### config.mk
export PLATFORM = sky130hd
export DESIGN_NAME = mcbb_color
export DESIGN_NICKNAME = d
export VERILOG_FILES = /design/src/design/mcbb_pkg.sv /design/src/design/mcbb_color.sv
export SDC_FILE = /design/constraint.sdc
export NUM_CORES = 1
export LEC_CHECK = 0
export ABC_AREA = 1
export BUFFER_PORTS_ARGS = -buffer_cell sky130_fd_sc_hd__buf_4
export CELL_PAD_IN_SITES_DETAIL_PLACEMENT = 1
export CELL_PAD_IN_SITES_GLOBAL_PLACEMENT = 2
export CORE_MARGIN = 8
export CORE_UTILIZATION = 33
export DETAILED_ROUTE_END_ITERATION = 12
export GPL_ROUTABILITY_DRIVEN = 0
export GPL_TIMING_DRIVEN = 0
export HOLD_SLACK_MARGIN = 0.06
export PLACE_DENSITY = 0.82
export SETUP_SLACK_MARGIN = 0.3
export SLEW_MARGIN = 20
export SYNTH_ARGS = -nofsm -noshare
export SYNTH_HDL_FRONTEND = slang
export SYNTH_SLANG_ARGS = --single-unit
### constraint.sdc
create_clock -name i_clk -period 6.9 [get_ports i_clk]
set_input_delay 1.035 -clock i_clk [delete_from_list [all_inputs] [get_ports i_clk]]
set_output_delay 1.035 -clock i_clk [all_outputs]
set_load 0.03 [all_outputs]
### src/design/mcbb_pkg.sv
`default_nettype none
package mcbb_pkg;

    localparam int ROW_W           = 64;
    localparam int IDX_W           = 6;
    localparam int CNT_W           = 7;
    localparam int PRUNE_W         = 32;
    localparam int MAX_VERTICES_DEF = 64;

    // main sequencer
    typedef enum logic [3:0] {
        S_IDLE,
        S_SYM,
        S_RK_HEAD,
        S_RK_SWEEP,
        S_RA_HEAD1,
        S_RA_HEAD2,
        S_RA_SWEEP,
        S_ROOT,
        S_LOOP,
        S_BR_WAIT,
        S_COLOR,
        S_POP,
        S_POP_WAIT,
        S_MASK,
        S_OUT
    } t_state;

    // coloring unit
    typedef enum logic [1:0] {
        C_IDLE,
        C_PICK,
        C_WAIT
    } t_col_state;

    typedef struct packed {
        logic [IDX_W-1:0] addr;
    } t_col_req;

    typedef struct packed {
        logic done;
        logic prune;
    } t_col_stat;

    // population count, pairwise field adds
    function automatic logic [CNT_W-1:0] f_popcount(input logic [ROW_W-1:0] x);
        logic [ROW_W-1:0] s;
        s = x;
        s = (s & 64'h5555_5555_5555_5555) + ((s >> 1) & 64'h5555_5555_5555_5555);
        s = (s & 64'h3333_3333_3333_3333) + ((s >> 2) & 64'h3333_3333_3333_3333);
        s = (s & 64'h0F0F_0F0F_0F0F_0F0F) + ((s >> 4) & 64'h0F0F_0F0F_0F0F_0F0F);
        s = (s & 64'h00FF_00FF_00FF_00FF) + ((s >> 8) & 64'h00FF_00FF_00FF_00FF);
        s = (s & 64'h0000_FFFF_0000_FFFF) + ((s >> 16) & 64'h0000_FFFF_0000_FFFF);
        s = (s & 64'h0000_0000_FFFF_FFFF) + ((s >> 32) & 64'h0000_0000_FFFF_FFFF);
        return s[CNT_W-1:0];
    endfunction

    // lowest set bit as one-hot
    function automatic logic [ROW_W-1:0] f_low_onehot(input logic [ROW_W-1:0] x);
        return x & (~x + 64'd1);
    endfunction

    // highest set bit as one-hot
    function automatic logic [ROW_W-1:0] f_high_onehot(input logic [ROW_W-1:0] x);
        logic [ROW_W-1:0] s;
        s = x;
        s = s | (s >> 1);
        s = s | (s >> 2);
        s = s | (s >> 4);
        s = s | (s >> 8);
        s = s | (s >> 16);
        s = s | (s >> 32);
        return s & ~(s >> 1);
    endfunction

    // one-hot to index
    function automatic logic [IDX_W-1:0] f_encode(input logic [ROW_W-1:0] oh);
        logic [IDX_W-1:0] idx;
        idx = '0;
        for (int j = 0; j < ROW_W; j++) begin
            if (oh[j]) begin
                idx = idx | IDX_W'(j);
            end
        end
        return idx;
    endfunction

endpackage
`default_nettype wire

### src/design/mcbb_color.sv
`default_nettype none
// Greedy coloring bound: builds color classes one after another in rank
// order and reports whether base plus class count cannot beat the best.
module mcbb_color (
    input  wire logic                               i_clk,
    input  wire logic                               i_rst_n,
    input  wire logic                               i_start,
    input  wire logic [mcbb_pkg::ROW_W-1:0]         i_cand,
    input  wire logic [mcbb_pkg::CNT_W-1:0]         i_base,
    input  wire logic [mcbb_pkg::CNT_W-1:0]         i_best,
    input  wire logic [mcbb_pkg::ROW_W-1:0]         i_radj,
    output mcbb_pkg::t_col_req                      o_req,
    output mcbb_pkg::t_col_stat                     o_stat
);

    mcbb_pkg::t_col_state r_state, n_state;

    logic [mcbb_pkg::ROW_W-1:0] r_rem;
    logic [mcbb_pkg::ROW_W-1:0] r_avail;
    logic [mcbb_pkg::CNT_W-1:0] r_used;

    logic                       avail_zero;
    logic                       rem_zero;
    logic [mcbb_pkg::CNT_W-1:0] used_inc;
    logic                       over;
    logic [mcbb_pkg::ROW_W-1:0] pick_bit;

    assign avail_zero = (r_avail == '0);
    assign rem_zero   = (r_rem == '0);
    assign used_inc   = r_used + 7'd1;
    assign over       = ({1'b0, i_base} + {1'b0, used_inc}) > {1'b0, i_best};
    assign pick_bit   = mcbb_pkg::f_low_onehot(r_avail);

    // next state
    always_comb begin
        n_state = r_state;
        case (r_state)
            mcbb_pkg::C_IDLE: begin
                if (i_start) begin
                    n_state = mcbb_pkg::C_PICK;
                end
            end
            mcbb_pkg::C_PICK: begin
                if (avail_zero) begin
                    if (rem_zero || over) begin
                        n_state = mcbb_pkg::C_IDLE;
                    end
                end else begin
                    n_state = mcbb_pkg::C_WAIT;
                end
            end
            mcbb_pkg::C_WAIT: n_state = mcbb_pkg::C_PICK;
            default:          n_state = mcbb_pkg::C_IDLE;
        endcase
    end

    // outputs
    always_comb begin
        o_req.addr   = mcbb_pkg::f_encode(pick_bit);
        o_stat.done  = 1'b0;
        o_stat.prune = rem_zero;
        case (r_state)
            mcbb_pkg::C_PICK: o_stat.done = avail_zero && (rem_zero || over);
            default:          o_stat.done = 1'b0;
        endcase
    end

    always_ff @(posedge i_clk) begin
        if (!i_rst_n) begin
            r_state <= mcbb_pkg::C_IDLE;
        end else begin
            r_state <= n_state;
        end
    end

    // class building: open a class on all remaining, drop neighbors of each pick
    always_ff @(posedge i_clk) begin
        case (r_state)
            mcbb_pkg::C_IDLE: begin
                if (i_start) begin
                    r_rem   <= i_cand;
                    r_avail <= '0;
                    r_used  <= '0;
                end
            end
            mcbb_pkg::C_PICK: begin
                if (avail_zero) begin
                    if (!rem_zero) begin
                        r_used  <= used_inc;
                        r_avail <= r_rem;
                    end
                end else begin
                    r_rem   <= r_rem & ~pick_bit;
                    r_avail <= r_avail & ~pick_bit;
                end
            end
            mcbb_pkg::C_WAIT: r_avail <= r_avail & ~i_radj;
            default: ;
        endcase
    end

endmodule
`default_nettype wire

* After elaboration in Yosys (flattened, before gate mapping)
Cells that the tools add are included.
** Storage, ports and cells
- Memories kept :: 0
- Memory bits (writable) :: 0
- Latch bits :: 0
- Word-level logic and storage cells :: 127
- Memory bits (read-only) :: 0
- Flip-flop bits (word level) :: 137
** Operators by class
- Magnitude comparators :: 1
- Eq/ne operators :: 8
- Add/sub/neg operators :: 3
- Bitwise operators :: 7
- Div/mod/pow operators :: 0
- Shifts and indexed selects :: 0
- Reduce and logical (&&, ||, !) cells :: 11
- Mux-type cells :: 93
- Multipliers :: 0
** Operator list (number)
- two-way mux 64 bit :: 11
- AND 64 bit :: 4
- two-way mux 6 bit :: 32
- NOT 64 bit :: 3
- case mux 64 bit (3 select lines) :: 1
- zero test 64 bit :: 2
- case mux 64 bit (2 select lines) :: 1
- two-way mux 5 bit :: 16
- adder 64 x 1 -> 64 bit, second input constant :: 1
- two-way mux 7 bit :: 7
- two-way mux 4 bit :: 8
- two-way mux 2 bit :: 9
- case mux 7 bit (2 select lines) :: 1
- two-way mux 3 bit :: 4
- adder 7 x 7 -> 8 bit :: 1
- greater-than comparator 8 x 7 -> 1 bit :: 1
- inequality test 2 bit, second input constant :: 4
- adder 7 x 1 -> 7 bit, second input constant :: 1
- inequality test 3 bit, second input constant :: 2
- case mux 2 bit (3 select lines) :: 1
- AND reduction 3 bit :: 2
- AND reduction 4 bit :: 1
- nonzero test 3 bit :: 1
- == test 2 x 1 -> 1 bit, second input constant :: 1
- 7 further kinds :: 8

* Logic depth before layout (Yosys ltp)
Gate-level depths: netlist of the first run.
- Depth in word-level cells :: 66
- Gate-level depth with buffers :: 25

* Least setup slack after synthesis of the first run
No wires, ideal clock.
- Kind :: input port to flip-flop
- Start point :: input i_start
- End point :: register r_avail[0] in the netlist's numbering, enable pin
- Setup slack :: 1.966 ns
- Data required time :: 6.393 ns
- Stages on the path :: 4
- Arrival :: 4.426 ns
- Cells stage by stage :: nor2_1 > a21oi_1 > a21oi_1 > a21oi_1
** Between the ends
- Cells in the longest elaborated chain, start to end :: 2
** RTL lines
- from (decl) :: line mcbb_color.sv:7 : input wire logic i_start,
- inequality test 2 bit (no source line)
- AND reduction 3 bit (no source line)
- to (signal assigned) :: line mcbb_color.sv:90 : r_avail <= r_rem;
- to (signal assigned) :: line mcbb_color.sv:94 : r_avail <= r_avail & ~pick_bit;
- to (signal assigned) :: line mcbb_color.sv:97 : mcbb_pkg::C_WAIT: r_avail <= r_avail & ~i_radj;
- to (decl) :: line mcbb_color.sv:19 : logic [mcbb_pkg::ROW_W-1:0] r_avail;
Every way passes these cells.
A chain may end at the register's enable or synchronous reset.

==> results of run 1 <==
## worst reg2reg max path, delay by kind of cell, from the launching register on
family / cells / cell delay (ns)
AOI/OAI and AO/OA: 2 / 0.30
adders and majority gates: 1 / 0.19
buffers and inverters: 5 / 2.16
DFF: 1 / 0.40
and+or+nand+nor: 1 / 0.11
## cell families (layout without fill, tap and decap cells)
group / count (synthesis) / count (layout) / share of synthesized area
AOI/OAI and AO/OA: 162 / 162 / 0.0981
xor gates and xnor gates: 9 / 9 / 0.00806
adders and majority gates: 20 / 20 / 0.0264
buffers and inverters: 151 / 340 / 0.0642
DFF: 137 / 137 / 0.419
and+or+nand+nor: 880 / 880 / 0.385
## path summary, 6_finish.rpt
path | slack [ns] | from | cells after the start | to
max | 2.08 | r_used[0] | 25 | o_stat[1]
min | 0.54 | r_state[1] | 2 | r_state[1]
max reg2reg | 3.46 | r_state[0] | 9 | r_avail[45]
min reg2reg | 0.54 | r_state[1] | 2 | r_state[1]
## synthesized netlist by cell type (all sizes together)
cell type,n,share of area
and2,1,0.00064
edfxtp,135,0.41
inv,108,0.041
a31oi,5,0.0032
dfxtp,2,0.0041
o31ai,3,0.0023
fa,1,0.0020
nor2,243,0.11
clkbuf,25,0.0096
o21bai,2,0.0015
a21o,2,0.0015
nand3,137,0.070
ha,19,0.024
xnor2,4,0.0036
a21oi,73,0.045
nand4,17,0.011
a21boi,1,0.00077
buf,16,0.012
nor3,13,0.0067
nand3b,5,0.0038
o22ai,32,0.020
o21ai,42,0.021
xor2,5,0.0045
clkinv,2,0.00077
o221ai,1,0.00090
nand2,464,0.19
o32ai,1,0.00090
## area by class of cell
cell class | count | area share
multi-input cells | 1071 | 0.417
flip-flops and latches | 137 | 0.337
repair buffers | 157 | 0.105
well taps | 390 | 0.0402
clock buffers | 20 | 0.0384
inverters | 110 | 0.0342
plain buffers | 41 | 0.0179
clock inverters | 12 | 0.00958
## report_power, final
group | internal [mW] | switching, mW | leakage (nW)
registers | 1.27 | 0.307 | 1.38
logic | 0.479 | 1.04 | 3.62
clock network | 0.528 | 0.415 | 0.272
total | 2.28 | 1.76 | 5.28
## state kept, by name, indices dropped and copies added, names as in the netlist
name     count
r_rem       64
r_used       7
r_avail     64
r_state      2
## stage by stage
| step | hold slack, ns | cells |
|---|---|---|
| 2_1_floorplan | 0.471 | 1359 |
| 3_3_place_gp | 0.497 | 1901 |
| 3_5_place_dp | 0.531 | 1906 |
| 4_1_cts | 0.542 | 1938 |
| 5_1_grt | 0.564 | 1938 |
| 6_report | 0.539 | 1938 |
## layer usage
metal / vias up / GRT usage / part of all wire
met2: 469 / 0.409 / 0.45
met3: 68 / 0.0514 / 0.082
li1: 4888 / - / -
met5: - / 0 / 0
met1: 5212 / 0.361 / 0.44
met4: 0 / 0.0870 / 0.028
==> flow_metrics.py, run 1 <==
metrics = {
    "placed_design": {
        "dp_slack_ns": 2.26,
        "place_area_um2": 11600,
        "dpl.hpwl_um": 37800,
        "io_buffers": 152,
    },
    "finish": {
        "multiInputGateArea_um2": 5070,
        "fillerInstances": 3732,
        "final_common_cell": "nand2_1",
        "area_growth_pct": 24.2,
        "drive_gt1_frac": 0.178,
        "final_area_um2": 12100,
        "fin_util": 0.413,
        "final_cell_mix": "nand2_1 (437), nor2_1 (223), buf_4 (153)",
        "diodes": 0,
        "final_nets": 1700,
        "seq_area_um2": 4090,
    },
    "global_route": {
        "grt_pass1_vias": 10747,
        "grt_pass1_wl_um": 69000,
        "grt_antenna_before_repair": 0,
        "grt-ovfl-total": 0,
        "track_usage": 0.263,
        "grt_max_degree": 53,
    },
    "synthesis": {
        "yosysSeqAreaShare": 0.419,
        "synthesis.nets": 1524,
        "syn_area_per_cell_um2": 7.20,
        "ys_ff_latch": 137,
        "yosysWarnings": 0,
        "synth_area_um2": 9780,
        "netlist-cell-type-count": 39,
        "netlist_instances": 1359,
    },
    "timing": {
        "fin_crit_ns": 4.82,
        "max_freq_ghz": 0.208,
        "worst_slew_pin_slew_ns": 1.06,
        "maxSlewHeadroom": 0.291,
        "hold_violations": 0,
        "finalSetupViolations": 0,
        "period_share": 0.698,
        "finalWorstSetupSlack_ns": 2.08,
        "fin_skew_ns": 0.0184,
        "finalMaxSlewViolations": 0,
        "grt_setup_unrepaired": "false",
        "finalSetupTns_ns": 0,
    },
    "floorplanning": {
        "core-area_um2": 29400,
        "ios": 153,
        "row_count": 63,
        "start_util": 0.333,
        "dieHeight_um": 188,
        "dieArea_um2": 35400,
        "die_w_um": 188,
    },
    "clocking": {
        "cts_tree": "yes",
        "hold_buffers": 0,
        "cts-root-buf": "clkbuf_16",
        "post-cts-setup-buffers": 0,
        "clk_pin_slew_worst_paths_ns": 0.08,
        "cts.repair.resized": 0,
        "clk_path_buf_depth": 2,
        "cts_sinks": 137,
        "htree_num_levels": 4,
        "clk_latency_ns": 0.45,
        "cts_buffers": 17,
    },
    "routing": {
        "first_iter_violations": 1030,
        "route.vias.total": 10637,
        "dr.pass1.iters": 5,
        "final_antenna_net_count": 0,
        "post_drt_wl_per_cell_um": 24.6,
        "wirelength_um": 47600,
        "vias_per_cell": 5.49,
        "drc_errors": 0,
    },
    "setup_path": {
        "start_kind": "register",
        "slowest_stage": "edfxtp_1",
        "cp-end-kind": "output pin",
        "cp_max_fo": 4,
        "cp.arrival_ns": 3.78,
        "cp_top_family": "simple AND/OR/NAND/NOR gates",
        "crit_type": "register to output pin",
        "critPathMaxStageDelay_ns": 0.43,
        "cp_num_buf_inv": 6,
        "cp.required_ns": 5.86,
        "path_common_cell": "nand2_1",
    },
    "pwr": {
        "p_per_area_nw_per_um2": 333,
        "irDropWorstVdd_uv": 192,
        "p_leak_nw": 5.28,
        "finalPower_mw": 4.05,
    },
    "status": {
        "outcome": "completed",
    },
    "flow_run": {
        "cap_violations": 0,
    },
    "min_path": {
        "hp-class": "register to register",
    },
}
Power figures use the tool's default switching activity.
==> inputs of run 2 (changes only) <==
--- a/config.mk
+++ b/config.mk
@@ -10,12 +10,12 @@
 export CELL_PAD_IN_SITES_DETAIL_PLACEMENT = 1
 export CELL_PAD_IN_SITES_GLOBAL_PLACEMENT = 2
 export CORE_MARGIN = 8
-export CORE_UTILIZATION = 33
+export CORE_UTILIZATION = 29
 export DETAILED_ROUTE_END_ITERATION = 12
 export GPL_ROUTABILITY_DRIVEN = 0
 export GPL_TIMING_DRIVEN = 0
 export HOLD_SLACK_MARGIN = 0.06
-export PLACE_DENSITY = 0.82
+export PLACE_DENSITY = 0.76
 export SETUP_SLACK_MARGIN = 0.3
 export SLEW_MARGIN = 20
 export SYNTH_ARGS = -nofsm -noshare
==> constraint.sdc (replaced) <==
create_clock -name i_clk -period 4.24 [get_ports i_clk]
set_input_delay 0.636 -clock i_clk [delete_from_list [all_inputs] [get_ports i_clk]]
set_output_delay 0.636 -clock i_clk [all_outputs]
set_load 0.03 [all_outputs]
==> flow_metrics.py, run 2 (synthesis gave the netlist of run 1 again) <==
metrics = {
    "timing": {
        "max_freq_ghz": 0.243,
        "finalSetupViolations": 0,
        "fin_crit_ns": 4.12,
        "holdWs_ns": 0.414,
        "finalMaxSlewViolations": 0,
        "maxSlewHeadroom": 0.269,
        "finalWorstSetupSlack_ns": 0.124,
        "hold_violations": 0,
        "period_share": 0.971,
        "finalSetupTns_ns": 0,
        "fin_skew_ns": 0.0165,
        "worst_slew_pin_slew_ns": 1.10,
        "grt_setup_unrepaired": "true",
    },
    "min_path": {
        "min_path_cells": 3,
        "hp-class": "input pin to register",
    },
    "clocking": {
        "cts-root-buf": "clkbuf_16",
        "clk_pin_slew_worst_paths_ns": 0.07,
        "cts_buffers": 17,
        "clk_path_buf_depth": 2,
        "clk_latency_ns": 0.46,
        "hold_buffers": 0,
        "htree_num_levels": 4,
        "cts_sinks": 137,
        "cts_tree": "yes",
    },
    "setup_path": {
        "cp-end-kind": "output pin",
        "worstPathCellList": "ha_2 -> nand2_2 -> inv_4 -> nor2_2 -> ha_4 -> a21o_1 -> a31oi_1 -> xor2_1 -> inv_1 -> ha_1 -> nand2_1 -> nor2_4 -> nand3_1 -> nor2_1 -> a21oi_2 -> nor2_1 -> nand2_1 -> nand2_2 -> inv_2 -> buf_6",
        "critPathMaxStageDelay_ns": 0.42,
        "cp_max_fo": 5,
        "reg2reg_depth": 26,
        "start_kind": "register",
        "slowest_stage": "edfxtp_1",
        "cp.arrival_ns": 3.48,
        "cp.required_ns": 3.60,
        "cp_num_buf_inv": 4,
        "crit_type": "register to output pin",
        "cp.depth": 20,
        "cp_top_family": "simple AND/OR/NAND/NOR gates",
    },
    "pwr": {
        "p_leak_nw": 5.43,
        "p_per_area_nw_per_um2": 559,
        "p_comb_frac": 0.393,
        "pwr-share-seq": 0.370,
        "p_switching_mw": 2.99,
        "p_int_mw": 4.02,
        "sw_frac_of_total": 0.427,
        "irDropWorstVdd_uv": 327,
        "power_frac_clock": 0.237,
    },
    "routing": {
        "route.vias.total": 10651,
        "drc_errors": 0,
        "first_iter_violations": 983,
        "vias_per_cell": 5.27,
        "wirelength_um": 49500,
        "dr.pass1.iters": 5,
        "post_drt_wl_per_cell_um": 24.5,
        "final_antenna_net_count": 0,
    },
    "global_route": {
        "grt_pass1_wl_um": 70800,
        "grt_pass1_vias": 11084,
        "grt_antenna_before_repair": 0,
        "grt-ovfl-total": 0,
        "grt_max_degree": 36,
        "track_usage": 0.248,
    },
    "finish": {
        "drive_gt1_frac": 0.205,
        "fin_util": 0.376,
        "fillerInstances": 4215,
        "final_area_um2": 12500,
        "final_cell_mix": "nand2_1 (432), nor2_1 (218), buf_4 (179)",
        "final_nets": 1726,
        "final_common_cell": "nand2_1",
        "seq_area_um2": 4090,
        "multiInputGateArea_um2": 5190,
        "diodes": 0,
        "area_growth_pct": 28.3,
        "top_regs": "r_avail: 64 flops, r_rem: 64 flops, r_used: 7 flops",
    },
    "status": {
        "outcome": "completed",
    },
    "placed_design": {
        "place_area_um2": 11600,
        "io_buffers": 152,
        "dpl.hpwl_um": 39500,
        "dp_slack_ns": 0.249,
    },
    "flow_run": {
        "cap_violations": 0,
    },
    "floorplanning": {
        "die_w_um": 200,
        "dieArea_um2": 39900,
        "ios": 153,
        "start_util": 0.293,
        "dieHeight_um": 200,
        "core-area_um2": 33400,
        "row_count": 67,
    },
}
run 2: cell types whose count changed in the layout (fill, tap and decap cells not counted), moves of 4 or more:
cell	delta
ha_4	+4
nor2_2	+4
nand2_1	-5
buf_4	+26
ha_1	-5
nor2_1	-5
inv_1	-4
run 2: tightest hold or removal path, cell delays in order:
cell and delay [ns]:
buf_4 0.09, nand2_1 0.05, nor2_1 0.07
run 2: repair_timing:
action                     CTS  global route
pin swaps                   14            11
setup buffers               24             3
cloned                       0             0
resized for setup           20            10
hold endpoints to repair     0             0
setup endpoints to repair    4             7
run 2: area by class of cell:
class	instances	area share
tap	448	0.0447
buffer	41	0.0173
sequential	137	0.326
timing repair buffer	183	0.116
multi-input combinational	1071	0.413
clock inverter	14	0.0156
clock buffer	17	0.0339
inverter	110	0.0333
run 2: power groups by stage:
stage / registers (mW) / clock network [mW] / logic, mW
6_report: 2.59 / 1.66 / 2.76
3_5_place_dp: 2.59 / 0 / 2.44
5_1_grt: 2.64 / 1.72 / 3.01
3_3_place_gp: 2.62 / 0 / 2.30
2_1_floorplan: 2.38 / 0 / 1.49
4_1_cts: 2.57 / 1.67 / 2.68
run 2: final timing paths:
kind | to | slack, ns | startpoint
worst max-delay path | o_stat[1] | 0.12 | r_used[1]
worst max register to register | r_state[1] | 0.52 | r_used[1]
worst min-delay path | r_state[0] | 0.41 | i_rst_n
worst min register to register | r_state[1] | 0.52 | r_state[1]
run 2: per-layer routing:
layer,global-route usage,wire [um],vias to the layer above
met4,0.0954,1650,0
met2,0.392,22400,451
met1,0.325,21400,5201
met5,0,0,-
li1,-,-,4924
met3,0.0566,3920,75
run 2: metrics by stage:
stage,std cells,power (mW)
2_1_floorplan,1359,3.87
3_3_place_gp,1959,4.92
3_5_place_dp,1963,5.03
4_1_cts,2018,6.92
5_1_grt,2021,7.37
6_report,2021,7.01
==> inputs of run 3 (changes only) <==
--- a/config.mk
+++ b/config.mk
@@ -10,12 +10,13 @@
 export CELL_PAD_IN_SITES_DETAIL_PLACEMENT = 1
 export CELL_PAD_IN_SITES_GLOBAL_PLACEMENT = 2
 export CORE_MARGIN = 8
-export CORE_UTILIZATION = 29
+export CORE_UTILIZATION = 30
+export CTS_BUF_LIST = sky130_fd_sc_hd__clkbuf_8
 export DETAILED_ROUTE_END_ITERATION = 12
 export GPL_ROUTABILITY_DRIVEN = 0
 export GPL_TIMING_DRIVEN = 0
 export HOLD_SLACK_MARGIN = 0.06
-export PLACE_DENSITY = 0.76
+export PLACE_DENSITY = 0.79
 export SETUP_SLACK_MARGIN = 0.3
 export SLEW_MARGIN = 20
 export SYNTH_ARGS = -nofsm -noshare
==> flow_metrics.py, run 3 (synthesis gave the netlist of run 1 again) <==
metrics = {
    "timing": {
        "fin_skew_ns": 0.0245,
        "finalWorstSetupSlack_ns": 0.0281,
        "maxSlewHeadroom": 0.318,
        "finalSetupTns_ns": 0,
        "grt_setup_unrepaired": "true",
        "holdWs_ns": 0.370,
        "period_share": 0.993,
        "fin_crit_ns": 4.21,
        "worst_slew_pin_slew_ns": 1.02,
        "hold_violations": 0,
        "finalSetupViolations": 0,
        "finalMaxSlewViolations": 0,
        "max_freq_ghz": 0.237,
    },
    "global_route": {
        "grt-ovfl-total": 0,
        "gr-usage-met3": 0.0389,
        "grt-busiest-layer": "met2",
        "grt_max_degree": 52,
        "track_usage": 0.246,
        "grt_antenna_before_repair": 0,
        "grt_pass1_vias": 10919,
        "met1_usage": 0.337,
        "use_met2": 0.389,
        "grt_pass1_wl_um": 69700,
    },
    "clocking": {
        "clk_path_buf_depth": 2,
        "htree_num_levels": 4,
        "hold_buffers": 0,
        "cts_buffers": 17,
        "clk_latency_ns": 0.50,
        "clk_pin_slew_worst_paths_ns": 0.10,
        "cts_sinks": 137,
        "cts_tree": "yes",
        "cts-root-buf": "clkbuf_8",
    },
    "finish": {
        "seq_area_um2": 4090,
        "fillerInstances": 4065,
        "multiInputGateArea_um2": 5260,
        "final_area_um2": 12400,
        "top_regs": "r_avail: 64 flops, r_rem: 64 flops, r_used: 7 flops",
        "diodes": 0,
        "final_nets": 1712,
        "layout.cells.non_filler": 2002,
        "final_cell_mix": "nand2_1 (432), nor2_1 (214), buf_4 (165)",
        "fin_util": 0.383,
        "drive_gt1_frac": 0.205,
        "final_common_cell": "nand2_1",
        "area_growth_pct": 26.6,
    },
    "floorplanning": {
        "dieArea_um2": 38600,
        "ios": 153,
        "row_count": 66,
        "die_w_um": 197,
        "start_util": 0.303,
        "core-area_um2": 32300,
        "dieHeight_um": 197,
    },
    "routing": {
        "wirelength_um": 48800,
        "first_iter_violations": 990,
        "drc_errors": 0,
        "post_drt_wl_per_cell_um": 24.4,
        "vias_per_cell": 5.31,
        "final_antenna_net_count": 0,
        "dr.pass1.iters": 5,
        "route.vias.total": 10638,
    },
    "placed_design": {
        "io_buffers": 152,
        "dp_cells": 1957,
        "dp_slack_ns": 0.277,
        "place_area_um2": 11600,
        "dpl.hpwl_um": 38600,
    },
    "setup_path": {
        "start_kind": "register",
        "cp-endpoint": "o_stat[1]",
        "path_common_cell": "inv_2",
        "reg2reg_depth": 9,
        "reg2reg_slack_ns": 0.76,
        "cp.arrival_ns": 3.58,
        "cp-end-kind": "output pin",
        "cp.required_ns": 3.60,
        "rr_startpoint": "r_state[0]",
        "slowest_stage": "edfxtp_1",
        "critPathMaxStageDelay_ns": 0.46,
        "r2r-end": "r_avail[41]",
        "crit_type": "register to output pin",
        "worstSetupStartpoint": "r_used[1]",
        "cp_max_fo": 4,
    },
    "pwr": {
        "p_comb_frac": 0.403,
        "p_switching_mw": 2.92,
        "p_leak_nw": 5.33,
        "pwr-share-seq": 0.388,
        "p_int_mw": 3.73,
        "finalPower_mw": 6.66,
        "sw_frac_of_total": 0.439,
        "power_frac_clock": 0.209,
        "p_per_area_nw_per_um2": 538,
        "irDropWorstVdd_uv": 267,
    },
    "status": {
        "outcome": "completed",
    },
    "min_path": {
        "worstHoldStart": "i_rst_n",
        "min_path_cells": 3,
        "hp-class": "input pin to register",
    },
    "flow_run": {
        "cap_violations": 0,
    },
}
[run 3: worst min-delay path by stage]
| stage | to | slack (ns) |
|---|---|---|
| finish | r_state[0] | 0.37 |
| global route | r_state[0] | 0.36 |
| CTS | r_state[0] | 0.35 |
| detailed placement | r_state[1] | 0.52 |
| global placement | r_state[1] | 0.50 |
| floorplan | r_state[1] | 0.47 |
[run 3: power groups by stage]
stage / combinational, mW / sequential (mW) / clock, mW
2_1_floorplan: 1.49 / 2.38 / 0
3_3_place_gp: 2.29 / 2.61 / 0
3_5_place_dp: 2.44 / 2.57 / 0
4_1_cts: 2.56 / 2.56 / 1.40
5_1_grt: 2.92 / 2.63 / 1.45
6_report: 2.69 / 2.58 / 1.39
[run 3: routing by layer]
layer,share of wire,wire length [um]
met4,0.030,1480
met1,0.45,21800
met2,0.46,22300
met5,0,0
met3,0.066,3220
[run 3: critical path: cells and delay by family (launching register included)]
| kind | cells | cell delay, ns |
|---|---|---|
| AO/OA/AOI/OAI | 1 | 0.14 |
| XOR/XNOR | 2 | 0.31 |
| adder cells (fa/ha/maj) | 3 | 0.79 |
| buffers and inverters | 6 | 0.42 |
| flip-flops | 1 | 0.46 |
| AND/OR/NAND/NOR | 13 | 0.93 |
[run 3: final cells by class]
cell class | instances | share of cell area
multi-input combinational | 1071 | 0.425
sequential | 137 | 0.331
timing repair buffer | 169 | 0.109
tap | 442 | 0.0447
inverter | 110 | 0.0338
clock inverter | 15 | 0.0201
clock buffer | 17 | 0.0189
buffer | 41 | 0.0175
[run 3: repair_timing]
action                     in CTS  in global routing
setup endpoints to repair       3                  7
pin swaps                      12                 15
buffers inserted                7                  6
resized for setup              21                 23
